==> src/rtl/core/crm_pkg.sv <==
`timescale 1ns / 1ps
// crm_pkg: shared types and constants of the color ramp interpolator.
// No dependencies; imported by every crm_* module and the core top level.
package crm_pkg;

    localparam int STOP_COUNT   = 8;
    localparam int STOP_IDX_W   = 3;
    localparam int THR_W        = 17;   // unsigned Q1.16 threshold, may exceed 1.0
    localparam int CHAN_W       = 8;
    localparam int CHAN_COUNT   = 3;
    localparam int SAMPLE_W     = 24;   // signed Q7.16
    localparam int FRAC_W       = 16;   // interpolation fraction, Q0.16
    localparam int CFG_W        = 41;   // threshold plus packed color
    localparam int CFG_DATA_W   = 64;
    localparam int CFG_ADDR_W   = 6;    // 8 registers at 8-byte stride
    localparam int CFG_ADDR_LSB = 3;
    localparam int DIV_STEPS_DEF = 4;   // quotient bits resolved per divider stage

    // Channel slots inside rgb_t, matching the register packing.
    localparam int CHAN_RED   = 2;
    localparam int CHAN_GREEN = 1;
    localparam int CHAN_BLUE  = 0;

    typedef logic [CHAN_COUNT-1:0][CHAN_W-1:0] rgb_t;

    typedef struct packed {
        logic [THR_W-1:0] thr;
        rgb_t             color;
    } stop_t;

    // Payload carried through the divider pipeline.
    typedef struct packed {
        logic [THR_W-1:0]  rem;
        logic [THR_W-1:0]  den;
        logic [FRAC_W-1:0] quo;
        rgb_t              col_lo;
        rgb_t              col_hi;
    } div_slot_t;

endpackage

==> src/rtl/core/crm_regs.sv <==
`timescale 1ns / 1ps
// crm_regs: APB register file holding the eight color stops.
// Depends on crm_pkg.
module crm_regs (
    input  logic                                  clk,
    input  logic                                  rst_n,
    input  logic                                  psel,
    input  logic                                  penable,
    input  logic                                  pwrite,
    input  logic [crm_pkg::CFG_ADDR_W-1:0]        paddr,
    input  logic [crm_pkg::CFG_DATA_W-1:0]        pwdata,
    output logic [crm_pkg::CFG_DATA_W-1:0]        prdata,
    output logic                                  pready,
    output crm_pkg::stop_t [crm_pkg::STOP_COUNT-1:0] stops
);
    import crm_pkg::*;

    stop_t [STOP_COUNT-1:0] stops_reg;
    logic  [STOP_IDX_W-1:0] reg_idx;
    logic                   wr_en;

    assign reg_idx = paddr[CFG_ADDR_LSB +: STOP_IDX_W];
    assign wr_en   = psel && penable && pwrite;

    always_ff @(posedge clk or negedge rst_n)
    begin
        if (!rst_n)
        begin
            stops_reg <= '0;
        end
        else if (wr_en)
        begin
            stops_reg[reg_idx] <= pwdata[CFG_W-1:0];
        end
    end

    assign prdata = {{(CFG_DATA_W-CFG_W){1'b0}}, stops_reg[reg_idx]};
    assign pready = 1'b1;
    assign stops  = stops_reg;

endmodule

==> src/rtl/core/crm_select.sv <==
`timescale 1ns / 1ps
// crm_select: threshold compare stage and segment select stage.
// Depends on crm_pkg; feeds crm_divider.
module crm_select (
    input  logic                                     clk,
    input  logic                                     rst_n,
    input  logic                                     in_valid,
    input  logic [crm_pkg::SAMPLE_W-1:0]             sample,
    input  crm_pkg::stop_t [crm_pkg::STOP_COUNT-1:0] stops,
    output logic                                     sel_valid,
    output crm_pkg::div_slot_t                       sel_slot
);
    import crm_pkg::*;

    localparam int PAD_W = SAMPLE_W - 1 - THR_W;

    logic                  s1_valid_reg;
    logic [SAMPLE_W-1:0]   s1_sample_reg;
    logic [STOP_COUNT-1:0] s1_lt_reg;
    logic [STOP_COUNT-1:0] lt_next;

    logic [STOP_COUNT-1:0] first_hit;
    logic                  prefix;
    logic                  hit_any;
    logic                  exact;
    stop_t                 stop_lo;
    stop_t                 stop_hi;
    div_slot_t             slot_next;

    logic                  s2_valid_reg;
    div_slot_t             s2_slot_reg;

    // thr < sample; a negative sample is below every threshold
    always_comb
    begin
        for (int k = 0; k < STOP_COUNT; k++)
        begin
            lt_next[k] = !sample[SAMPLE_W-1] &&
                ({{PAD_W{1'b0}}, stops[k].thr} < sample[SAMPLE_W-2:0]);
        end
    end

    always_ff @(posedge clk or negedge rst_n)
    begin
        if (!rst_n)
        begin
            s1_valid_reg <= 1'b0;
        end
        else
        begin
            s1_valid_reg <= in_valid;
        end
    end

    always_ff @(posedge clk)
    begin
        s1_sample_reg <= sample;
        s1_lt_reg     <= lt_next;
    end

    // first stop in index order whose threshold is not below the sample
    always_comb
    begin
        prefix = 1'b1;
        for (int k = 0; k < STOP_COUNT; k++)
        begin
            first_hit[k] = prefix && !s1_lt_reg[k];
            prefix       = prefix && s1_lt_reg[k];
        end
    end

    always_comb
    begin
        stop_hi = '0;
        stop_lo = '0;
        for (int k = 0; k < STOP_COUNT; k++)
        begin
            if (first_hit[k])
            begin
                stop_hi = stop_hi | stops[k];
            end
        end
        for (int k = 1; k < STOP_COUNT; k++)
        begin
            if (first_hit[k])
            begin
                stop_lo = stop_lo | stops[k-1];
            end
        end
    end

    assign hit_any = |first_hit;
    assign exact   = !s1_sample_reg[SAMPLE_W-1] &&
                     ({{PAD_W{1'b0}}, stop_hi.thr} == s1_sample_reg[SAMPLE_W-2:0]);

    // Direct colors travel as lo == hi, so the blend returns them unchanged.
    always_comb
    begin
        slot_next = '0;
        if (!hit_any)
        begin
            slot_next.col_lo = stops[STOP_COUNT-1].color;
            slot_next.col_hi = stops[STOP_COUNT-1].color;
        end
        else if (first_hit[0] || exact)
        begin
            slot_next.col_lo = stop_hi.color;
            slot_next.col_hi = stop_hi.color;
        end
        else
        begin
            // thr_lo < sample < thr_hi, so both differences fit THR_W bits
            slot_next.rem    = s1_sample_reg[THR_W-1:0] - stop_lo.thr;
            slot_next.den    = stop_hi.thr - stop_lo.thr;
            slot_next.col_lo = stop_lo.color;
            slot_next.col_hi = stop_hi.color;
        end
    end

    always_ff @(posedge clk or negedge rst_n)
    begin
        if (!rst_n)
        begin
            s2_valid_reg <= 1'b0;
        end
        else
        begin
            s2_valid_reg <= s1_valid_reg;
        end
    end

    always_ff @(posedge clk)
    begin
        s2_slot_reg <= slot_next;
    end

    assign sel_valid = s2_valid_reg;
    assign sel_slot  = s2_slot_reg;

endmodule

==> src/rtl/core/crm_divider.sv <==
`timescale 1ns / 1ps
// crm_divider: pipelined restoring divider producing the Q0.16 fraction.
// Depends on crm_pkg; DIV_STEPS quotient bits per stage, must divide FRAC_W.
module crm_divider #(
    parameter int DIV_STEPS = crm_pkg::DIV_STEPS_DEF
) (
    input  logic               clk,
    input  logic               rst_n,
    input  logic               div_in_valid,
    input  crm_pkg::div_slot_t div_in,
    output logic               div_out_valid,
    output crm_pkg::div_slot_t div_out
);
    import crm_pkg::*;

    localparam int DIV_STAGES = FRAC_W / DIV_STEPS;

    logic      [DIV_STAGES-1:0] valid_reg;
    div_slot_t                  stage_reg [DIV_STAGES];

    // One quotient bit: remainder stays below den, so it fits THR_W bits.
    function automatic div_slot_t div_step(input div_slot_t cur);
        div_slot_t        nxt;
        logic [THR_W:0]   rem2;
        nxt  = cur;
        rem2 = {cur.rem, 1'b0};
        if (rem2 >= {1'b0, cur.den})
        begin
            nxt.rem = THR_W'(rem2 - {1'b0, cur.den});
            nxt.quo = {cur.quo[FRAC_W-2:0], 1'b1};
        end
        else
        begin
            nxt.rem = rem2[THR_W-1:0];
            nxt.quo = {cur.quo[FRAC_W-2:0], 1'b0};
        end
        return nxt;
    endfunction

    for (genvar st = 0; st < DIV_STAGES; st++)
    begin : g_stage
        div_slot_t stage_in;
        div_slot_t stage_next;
        logic      valid_in;

        if (st == 0)
        begin : g_first
            assign stage_in = div_in;
            assign valid_in = div_in_valid;
        end
        else
        begin : g_rest
            assign stage_in = stage_reg[st-1];
            assign valid_in = valid_reg[st-1];
        end

        always_comb
        begin
            stage_next = stage_in;
            for (int j = 0; j < DIV_STEPS; j++)
            begin
                stage_next = div_step(stage_next);
            end
        end

        always_ff @(posedge clk or negedge rst_n)
        begin
            if (!rst_n)
            begin
                valid_reg[st] <= 1'b0;
            end
            else
            begin
                valid_reg[st] <= valid_in;
            end
        end

        always_ff @(posedge clk)
        begin
            stage_reg[st] <= stage_next;
        end
    end

    assign div_out_valid = valid_reg[DIV_STAGES-1];
    assign div_out       = stage_reg[DIV_STAGES-1];

endmodule

==> src/rtl/core/crm_blend.sv <==
`timescale 1ns / 1ps
// crm_blend: weights the two stop colors by the fraction and sums them.
// Depends on crm_pkg; multiply stage then sum and output register stage.
module crm_blend (
    input  logic               clk,
    input  logic               rst_n,
    input  logic               bl_in_valid,
    input  crm_pkg::div_slot_t bl_in,
    output logic               bl_out_valid,
    output crm_pkg::rgb_t      bl_out
);
    import crm_pkg::*;

    localparam int WGT_W  = FRAC_W + 1;
    localparam int PROD_W = WGT_W + CHAN_W;
    localparam int SUM_W  = PROD_W + 1;
    localparam logic [WGT_W-1:0] WGT_ONE = WGT_W'(1) << FRAC_W;

    logic [WGT_W-1:0]  wgt_lo;
    logic [WGT_W-1:0]  wgt_hi;
    logic [PROD_W-1:0] prod_lo_next [CHAN_COUNT];
    logic [PROD_W-1:0] prod_hi_next [CHAN_COUNT];
    logic [PROD_W-1:0] prod_lo_reg  [CHAN_COUNT];
    logic [PROD_W-1:0] prod_hi_reg  [CHAN_COUNT];
    logic              m_valid_reg;

    logic [SUM_W-1:0]  sum          [CHAN_COUNT];
    rgb_t              color_next;
    rgb_t              color_reg;
    logic              out_valid_reg;

    assign wgt_hi = {1'b0, bl_in.quo};
    assign wgt_lo = WGT_ONE - wgt_hi;

    always_comb
    begin
        for (int c = 0; c < CHAN_COUNT; c++)
        begin
            prod_lo_next[c] = PROD_W'(bl_in.col_lo[c]) * PROD_W'(wgt_lo);
            prod_hi_next[c] = PROD_W'(bl_in.col_hi[c]) * PROD_W'(wgt_hi);
        end
    end

    always_ff @(posedge clk or negedge rst_n)
    begin
        if (!rst_n)
        begin
            m_valid_reg   <= 1'b0;
            out_valid_reg <= 1'b0;
        end
        else
        begin
            m_valid_reg   <= bl_in_valid;
            out_valid_reg <= m_valid_reg;
        end
    end

    always_ff @(posedge clk)
    begin
        prod_lo_reg <= prod_lo_next;
        prod_hi_reg <= prod_hi_next;
        color_reg   <= color_next;
    end

    // sum never exceeds 255 * 2^16, truncating shift keeps the integer part
    always_comb
    begin
        for (int c = 0; c < CHAN_COUNT; c++)
        begin
            sum[c]        = {1'b0, prod_lo_reg[c]} + {1'b0, prod_hi_reg[c]};
            color_next[c] = sum[c][FRAC_W +: CHAN_W];
        end
    end

    assign bl_out_valid = out_valid_reg;
    assign bl_out       = color_reg;

endmodule

==> src/rtl/core/color_ramp_interpolator_core.sv <==
`timescale 1ns / 1ps
// color_ramp_interpolator_core: top level of the color ramp interpolator.
// Depends on crm_pkg, crm_regs, crm_select, crm_divider and crm_blend.
//
// Usage:
//   Samples (signed Q7.16) enter on the command port: a transfer happens at a
//   rising edge with start high and busy low. busy stays low, so one sample
//   may be issued on every clock.
//   Each sample yields one RGB result on red/green/blue, shown for exactly one
//   cycle with done high. Results leave in issue order.
//   Each sample passes, in order, through compare, segment select,
//   16/DIV_STEPS divider stages, multiply and sum; done rises with the
//   registered sum and the result transfers on the next edge.
//   Throughput is one sample per clock; the restoring divider is fully
//   pipelined at DIV_STEPS quotient bits a stage.
//   Stops are written through the APB port, register i at byte address 8*i,
//   threshold in bits 40:24 and color in bits 23:0. Write them only while
//   no sample is in flight.
//   Reset clears all stops to zero and empties the pipeline; in-flight
//   samples are dropped. The receiver cannot stall: results must be taken
//   on the cycle they are shown.
module color_ramp_interpolator_core #(
    parameter int DIV_STEPS = crm_pkg::DIV_STEPS_DEF
) (
    input  logic                            clk,
    input  logic                            rst_n,
    input  logic                            start,
    output logic                            busy,
    input  logic [crm_pkg::SAMPLE_W-1:0]    sample,
    output logic                            done,
    output logic [crm_pkg::CHAN_W-1:0]      red,
    output logic [crm_pkg::CHAN_W-1:0]      green,
    output logic [crm_pkg::CHAN_W-1:0]      blue,
    input  logic                            psel,
    input  logic                            penable,
    input  logic                            pwrite,
    input  logic [crm_pkg::CFG_ADDR_W-1:0]  paddr,
    input  logic [crm_pkg::CFG_DATA_W-1:0]  pwdata,
    output logic [crm_pkg::CFG_DATA_W-1:0]  prdata,
    output logic                            pready
);
    import crm_pkg::*;

    stop_t [STOP_COUNT-1:0] stops;
    logic                   in_valid;
    logic                   sel_valid;
    div_slot_t              sel_slot;
    logic                   div_valid;
    div_slot_t              div_slot;
    logic                   blend_valid;
    rgb_t                   blend_color;

    // Fully pipelined, no backpressure: every start is a transfer.
    assign busy     = 1'b0;
    assign in_valid = start && !busy;

    crm_regs u_regs (
        .clk     (clk),
        .rst_n   (rst_n),
        .psel    (psel),
        .penable (penable),
        .pwrite  (pwrite),
        .paddr   (paddr),
        .pwdata  (pwdata),
        .prdata  (prdata),
        .pready  (pready),
        .stops   (stops)
    );

    // Stages 1-2: threshold compares, then pick the segment and its operands.
    crm_select u_select (
        .clk       (clk),
        .rst_n     (rst_n),
        .in_valid  (in_valid),
        .sample    (sample),
        .stops     (stops),
        .sel_valid (sel_valid),
        .sel_slot  (sel_slot)
    );

    // Fraction = (offset << 16) / span; direct colors pass through, and with lo == hi the fraction has no effect.
    crm_divider #(
        .DIV_STEPS (DIV_STEPS)
    ) u_divider (
        .clk           (clk),
        .rst_n         (rst_n),
        .div_in_valid  (sel_valid),
        .div_in        (sel_slot),
        .div_out_valid (div_valid),
        .div_out       (div_slot)
    );

    // Last two stages: weighted products, then sum and truncate.
    crm_blend u_blend (
        .clk          (clk),
        .rst_n        (rst_n),
        .bl_in_valid  (div_valid),
        .bl_in        (div_slot),
        .bl_out_valid (blend_valid),
        .bl_out       (blend_color)
    );

    assign done  = blend_valid;
    assign red   = blend_color[CHAN_RED];
    assign green = blend_color[CHAN_GREEN];
    assign blue  = blend_color[CHAN_BLUE];

endmodule
==> config.mk <==
export PLATFORM = sky130hd
export DESIGN_NAME = color_ramp_interpolator_core
export DESIGN_NICKNAME = d
export VERILOG_FILES = /design/src/rtl/core/crm_pkg.sv /design/src/rtl/core/crm_regs.sv /design/src/rtl/core/crm_select.sv /design/src/rtl/core/crm_divider.sv /design/src/rtl/core/crm_blend.sv /design/src/rtl/core/color_ramp_interpolator_core.sv
export SDC_FILE = /design/constraint.sdc
export NUM_CORES = 2
export LEC_CHECK = 0
export ABC_AREA = 1
export BUFFER_PORTS_ARGS = -buffer_cell sky130_fd_sc_hd__buf_4
export CAP_MARGIN = 10
export CORE_ASPECT_RATIO = 0.6
export CORE_MARGIN = 5
export CORE_UTILIZATION = 63
export CTS_CLUSTER_SIZE = 28
export DETAILED_ROUTE_END_ITERATION = 12
export PLACE_DENSITY = 0.8
export SYNTH_ARGS = -nofsm -noshare
export SYNTH_HDL_FRONTEND = slang
export SYNTH_SLANG_ARGS = --single-unit
==> constraint.sdc <==
create_clock -name clk -period 9.4 [get_ports clk]
set_clock_uncertainty 0.1 [all_clocks]
set_input_delay 0.47 -clock clk [delete_from_list [all_inputs] [get_ports clk]]
set_output_delay 0.47 -clock clk [all_outputs]
set_load 0.05 [all_outputs]
# [Word level (Yosys, flattened, before mapping)]
# Memories as Yosys holds them, arrays and structs flattened.
# Cells that the tools add are included.
[word_totals] ff_bits=618 ramBits=392 memories=1 output_inout_bits=91
[mem_list] memory="u_divider.stage_reg" words=4 word_bits=98 read_ports=4 rd_ports_with_merged_regs=0 wr=4 line="crm_divider.sv:19" rtl="div_slot_t stage_reg [DIV_STAGES];"
[classes] n_mux=54 addsub=22 n_lt_le_gt_ge=26 multipliers=6 bitwise=14 n_eq_ne=1 reduce_logical=38
[op_table] operator="2-to-1 mux 41 bit" n=17
[op_table] operator="bitwise OR 41 bit" n=13
[op_table] operator="bitwise mux 328 bit" n=1
[op_table] operator="subtractor 17 bit" n=18
[op_table] operator=">= comparator 18 x 17 -> 1 bit" n=16
[op_table] operator="2-to-1 mux 17 bit" n=16
[op_table] operator="less-than comparator 17 x 23 -> 1 bit" n=8
[op_table] operator="binary-select mux 41 bit (select 3 bit)" n=1
[op_table] operator="demux 41 bit (select 3 bit)" n=1
[op_table] operator="2-to-1 mux 48 bit" n=2
[op_table] operator="adder 24 bit" n=3
[op_table] operator="multiplier 8 x 16 -> 24 bit" n=3
[op_table] operator="multiplier 8 x 17 -> 24 bit" n=3
[op_table] operator="logical AND 1 bit" n=25
[op_table] operator="equality test 17 x 23 -> 1 bit" n=1
[op_table] operator="subtractor 17 x 16 -> 17 bit, first input constant" n=1
[op_table] operator="2-to-1 mux 1 bit" n=16
[op_table] operator="zero test 1 bit" n=10
[op_table] operator="OR reduction 8 bit" n=1
[op_table] operator="less-than comparator 3 x 4 -> 1 bit, second input constant" n=1
[op_table] operator=">= comparator 3 x 1 -> 1 bit, second input constant" n=1
[op_table] operator="OR reduction 2 bit" n=1
[op_table] operator="logical OR 1 bit" n=1
[op_table] operator="inverter 1 bit" n=1

# [Logic depth before layout (Yosys ltp)]
[logic_depth] ltp_word=20 mapped_depth=62 depth_no_buf=57

# [By module]
# A second synthesis with hierarchy kept.
[hier_totals] hier_cells=12662 area_unflattened_um2=88013.2
[modules_own_cells] module="crm_blend" cells_each=5134 area_each_um2=34892.2 seq_area_each_um2=3413.3 n_inst=1
[modules_own_cells] module="crm_divider" cells_each=3438 area_each_um2=24603.6 seq_area_each_um2=7467.2 n_inst=1
[modules_own_cells] module="crm_regs" cells_each=2287 area_each_um2=16590.9 seq_area_each_um2=8207.9 n_inst=1
[modules_own_cells] module="crm_select" cells_each=1801 area_each_um2=11915.2 seq_area_each_um2=2332.2 n_inst=1
[modules_own_cells] module="color_ramp_interpolator_core" cells_each=2 area_each_um2=11.3 seq_area_each_um2=0.0 n_inst=1

# [Worst setup path before layout]
# Ideal clock, no wire load.
[synth_path] kind="register to register" from="mem u_divider.stage_reg[0][75] in the netlist's numbering" to="mem u_divider.stage_reg[1][88] in the netlist's numbering" n_path_buf=4 slack_ns=2.066 path_stages_with_launch=50 period_less_slack_ns=7.334 arrival_ns=7.176 setup_time_ns=0.058 path_cell_list="dfxtp_1 inv_1 ha_1 a21oi_1 o21ai_0 a21oi_1 nand4_4 inv_4 clkbuf_1 o21ai_0 ha_1 a21oi_1 nand2_1 nand3_1 nand2_1 nand2_1 nand2_1 a21oi_4 [... 14 more ...] nand2_2 nor2_4 buf_6 nand2_1 o21ai_2 ha_1 a21oi_1 nand2_1 a21boi_0 o21ai_0 nand3_1 o2111ai_1 a21oi_1 nand2_1 nor2_4 buf_4 nand2_1 nand2_1"
[synth_rtl] item="start: declaration" line="crm_divider.sv:19"

==> impl_metrics.tcl <==
set metrics [dict create \
    die-height_microns 280 \
    required_ns 9.87 \
    dp_hpwl_mm 184 \
    avgSynthCellArea_sq_um 7.73 \
    crit_slowest_cell "ha_1" \
    grt-ovfl-total 0 \
    netlist.area_leader.share_pct 16.1 \
    largest_reg_flops 334 \
    synth-edff-count 0 \
    cts-root-buf "clkbuf_16" \
    multiInputGateArea_sq_um 48400 \
    synthCells 9881 \
    dieArea_sq_um 129000 \
    start_util_pct 63.8 \
    crit_top_cell "nand2_1" \
    die_x_microns 460 \
    hold_viol 0 \
    fin_crit_ns 9.01 \
    use_met1_pct 54.9 \
    avgViaCountPerCell 6.05 \
    place.port_buffers 139 \
    rows 98 \
    clk_latency_ns 0.76 \
    design.core.area_sq_um 120000 \
    setup_viol 0 \
    cts_sinks 952 \
    layout-drive-gt1-share_pct 5.26 \
    synthFlopType "dfxtp_1" \
    synth-seq-area-share_pct 27.2 \
    grt_usage_pct 37.8 \
    crit_type "reg2reg" \
    slew_violations 0 \
    maxCapViolCount 0 \
    ant_nets 0 \
    grt_pass1_wl_mm 385 \
    min_path_type "reg2reg" \
    status "complete, no violations" \
    yosysTopAreaCell "dfxtp_1" \
    drc 0 \
    cts-buffers-inserted 90 \
    cts_tree "done" \
    vias 70300 \
    wl_per_cell_microns 21.2 \
    top_usage_layer "met1" \
    synth_area_sq_um 76400 \
    synth.distinct_cells 68 \
    drtIter0Drc 9311 \
    finalWirelength_mm 247 \
    dr.pass1.iters 10 \
    path_max_fanout 17 \
    clk_path_buf_depth 3 \
    tightest_slew_ns 1.28 \
    ys_ff_latch 952 \
    fin_util_pct 69.1 \
    seq_area_sq_um 20700 \
    startpoint_type "register" \
    synth-async-reset-ratio_pct 35.3 \
    grt_use_met2_pct 51.5 \
    grtUsageMet3_pct 15.7 \
    grt_pass1_vias 68200 \
    relSlewSlack_pct 14.9 \
    finalWeightedCongestion 1.07 \
    end_kind "register" \
    boundaryPins 191 \
    arrival_ns 9.48 \
    grt_max_degree 118 \
    syn2layout_area_growth_pct 8.41 \
    path_clk_slew_ns 0.07 \
    fmaxAchievable_mhz 111 \
    fill_cells 9630 \
    nNetsFinal 11300 \
    h-tree-depth 3 \
    ys_warn_count 0 \
    antenna_found_initial 11 \
    synth_area_leaders "dfxtp_1, fa_1, ha_1" \
    period_share_pct 95.9 \
    critPathMaxStageDelay_ns 0.44 \
]
-- routing by layer --
| metal | share of wire (%) | up-vias | wire, microns |
|---|---|---|---|
| li1 | - | 32000 | - |
| met1 | 42 | 32800 | 103000 |
| met2 | 38 | 4750 | 93900 |
| met3 | 16 | 712 | 40600 |
| met4 | 3.6 | 8 | 8820 |
| met5 | 0.039 | - | 97 |
-- cells in the mapped netlist (8+ instances only) --
master        n
ha_1        747
a221oi_1     65
buf_2        31
o21ai_1      24
fa_1        525
buf_6         8
clkbuf_1    283
o211ai_1     42
a22oi_1      47
o21bai_1     24
o31ai_1      11
a21boi_0     20
xor2_1      233
nor4_1       17
a21o_1       31
buf_4        42
a211oi_1     17
a31oi_1      22
nand3_1     277
a41oi_1       8
inv_2         9
o21ai_0     757
nand3b_1     15
nand4_1      71
a21oi_1     671
nand2_1    2404
o21a_1       15
or2_2        15
nor2_1      471
nor3_1       53
nand3_2       8
o221ai_1     33
dfrtp_1     336
o2111ai_1    46
o22ai_1     116
xnor2_1     156
inv_1      1519
dfxtp_1     616
buf_1        20
-- kinds of logic after synthesis --
kind of cell	synth area share [%]
compound gates	14.7
simple gates	17.9
xor+xnor	4.49
other cells	0.00983
buf+inv	9.78
flops	27.2
fa+ha+maj	26.0
-- timing repair --
action                                  CTS  global route
endpoints found under the setup margin    0            54
endpoints found under the hold margin   411             0
gates resized for setup                   0            31
hold buffers                             67             0
setup buffers                             0            10
-- metrics by stage --
step | instance area, sq um | instances | setup TNS, ns | setup WS, ns | hold slack [ns]
finish | 82800 | 11600 | 0 | 0.388 | 0.202
global route | 82800 | 11600 | -0.0100 | -0.00951 | 0.199
CTS | 82600 | 11600 | 0 | 0.474 | 0.194
detailed placement | 78800 | 11400 | 0 | 0.585 | 0.212
global placement | 78800 | 11400 | 0 | 0.870 | 0.211
floorplan | 76500 | 9904 | 0 | 2.07 | 0.0744
-- critical path: cells and delay by family, from the launching register on --
kind | cells | cell delay, ns
and+or+nand+nor | 34 | 3.89
AOI/OAI and AO/OA | 9 | 1.83
adders and majority gates | 4 | 1.56
buffers and inverters | 6 | 1.05
DFF | 1 | 0.43
-- path summary, 6_finish.rpt --
kind / start / cells after the start / endpoint / slack [ns]
worst min register to register: u_select.sel_slot[19] / 0 / u_divider.stage_reg[0][19] / 0.20
worst max-delay path: u_divider.stage_reg[1][66] / 53 / u_divider.stage_reg[2][84] / 0.39
max in group asynchronous: rst_n / 3 / u_regs.stops[205] / 7.18
min in group asynchronous: rst_n / 2 / u_regs.stops[99] / 0.24
worst min-delay path: u_select.sel_slot[19] / 0 / u_divider.stage_reg[0][19] / 0.20
worst max register to register: u_divider.stage_reg[1][66] / 53 / u_divider.stage_reg[2][84] / 0.39
-- layout make-up --
type | count | area share, %
repair buffers | 328 | 3.28
multi-input cells | 7034 | 58.5
flip-flops and latches | 952 | 25.0
clock buffers | 120 | 3.07
clock inverters | 45 | 0.666
diodes | 9 | 0.0272
inverters | 1534 | 6.98
well taps | 1600 | 2.42
repair inverters | 2 | 0.0181
-- layout by cell type (no fill, tap or decap), types with 13 or more instances in the layout --
cell type      instances
nand2_1             2398
inv_1               1516
o21ai_0              748
ha_1                 747
a21oi_1              668
dfxtp_1              613
fa_1                 525
nor2_1               465
dfrtp_1              336
nand3_1              276
buf_4                254
xor2_1               233
xnor2_1              156
o22ai_1              116
clkbuf_16             91
nand4_1               71
dlygate4sd3_1         67
a221oi_1              65
a22oi_1               47
o2111ai_1             46
o211ai_1              42
nor3_1                42
o221ai_1              33
a21o_1                31
o21ai_1               31
conb_1                25
o21bai_1              24
a31oi_1               22
a21boi_0              19
nor4_1                17
a211oi_1              17
clkbuf_8              16
o21a_1                15
nand3b_1              15
or2_2                 15
nor2_4                15
clkbuf_1              13
Power is left out: the tool's default activity adds up to more than one toggle a clock period on the data nets, which glitch-free logic cannot reach.
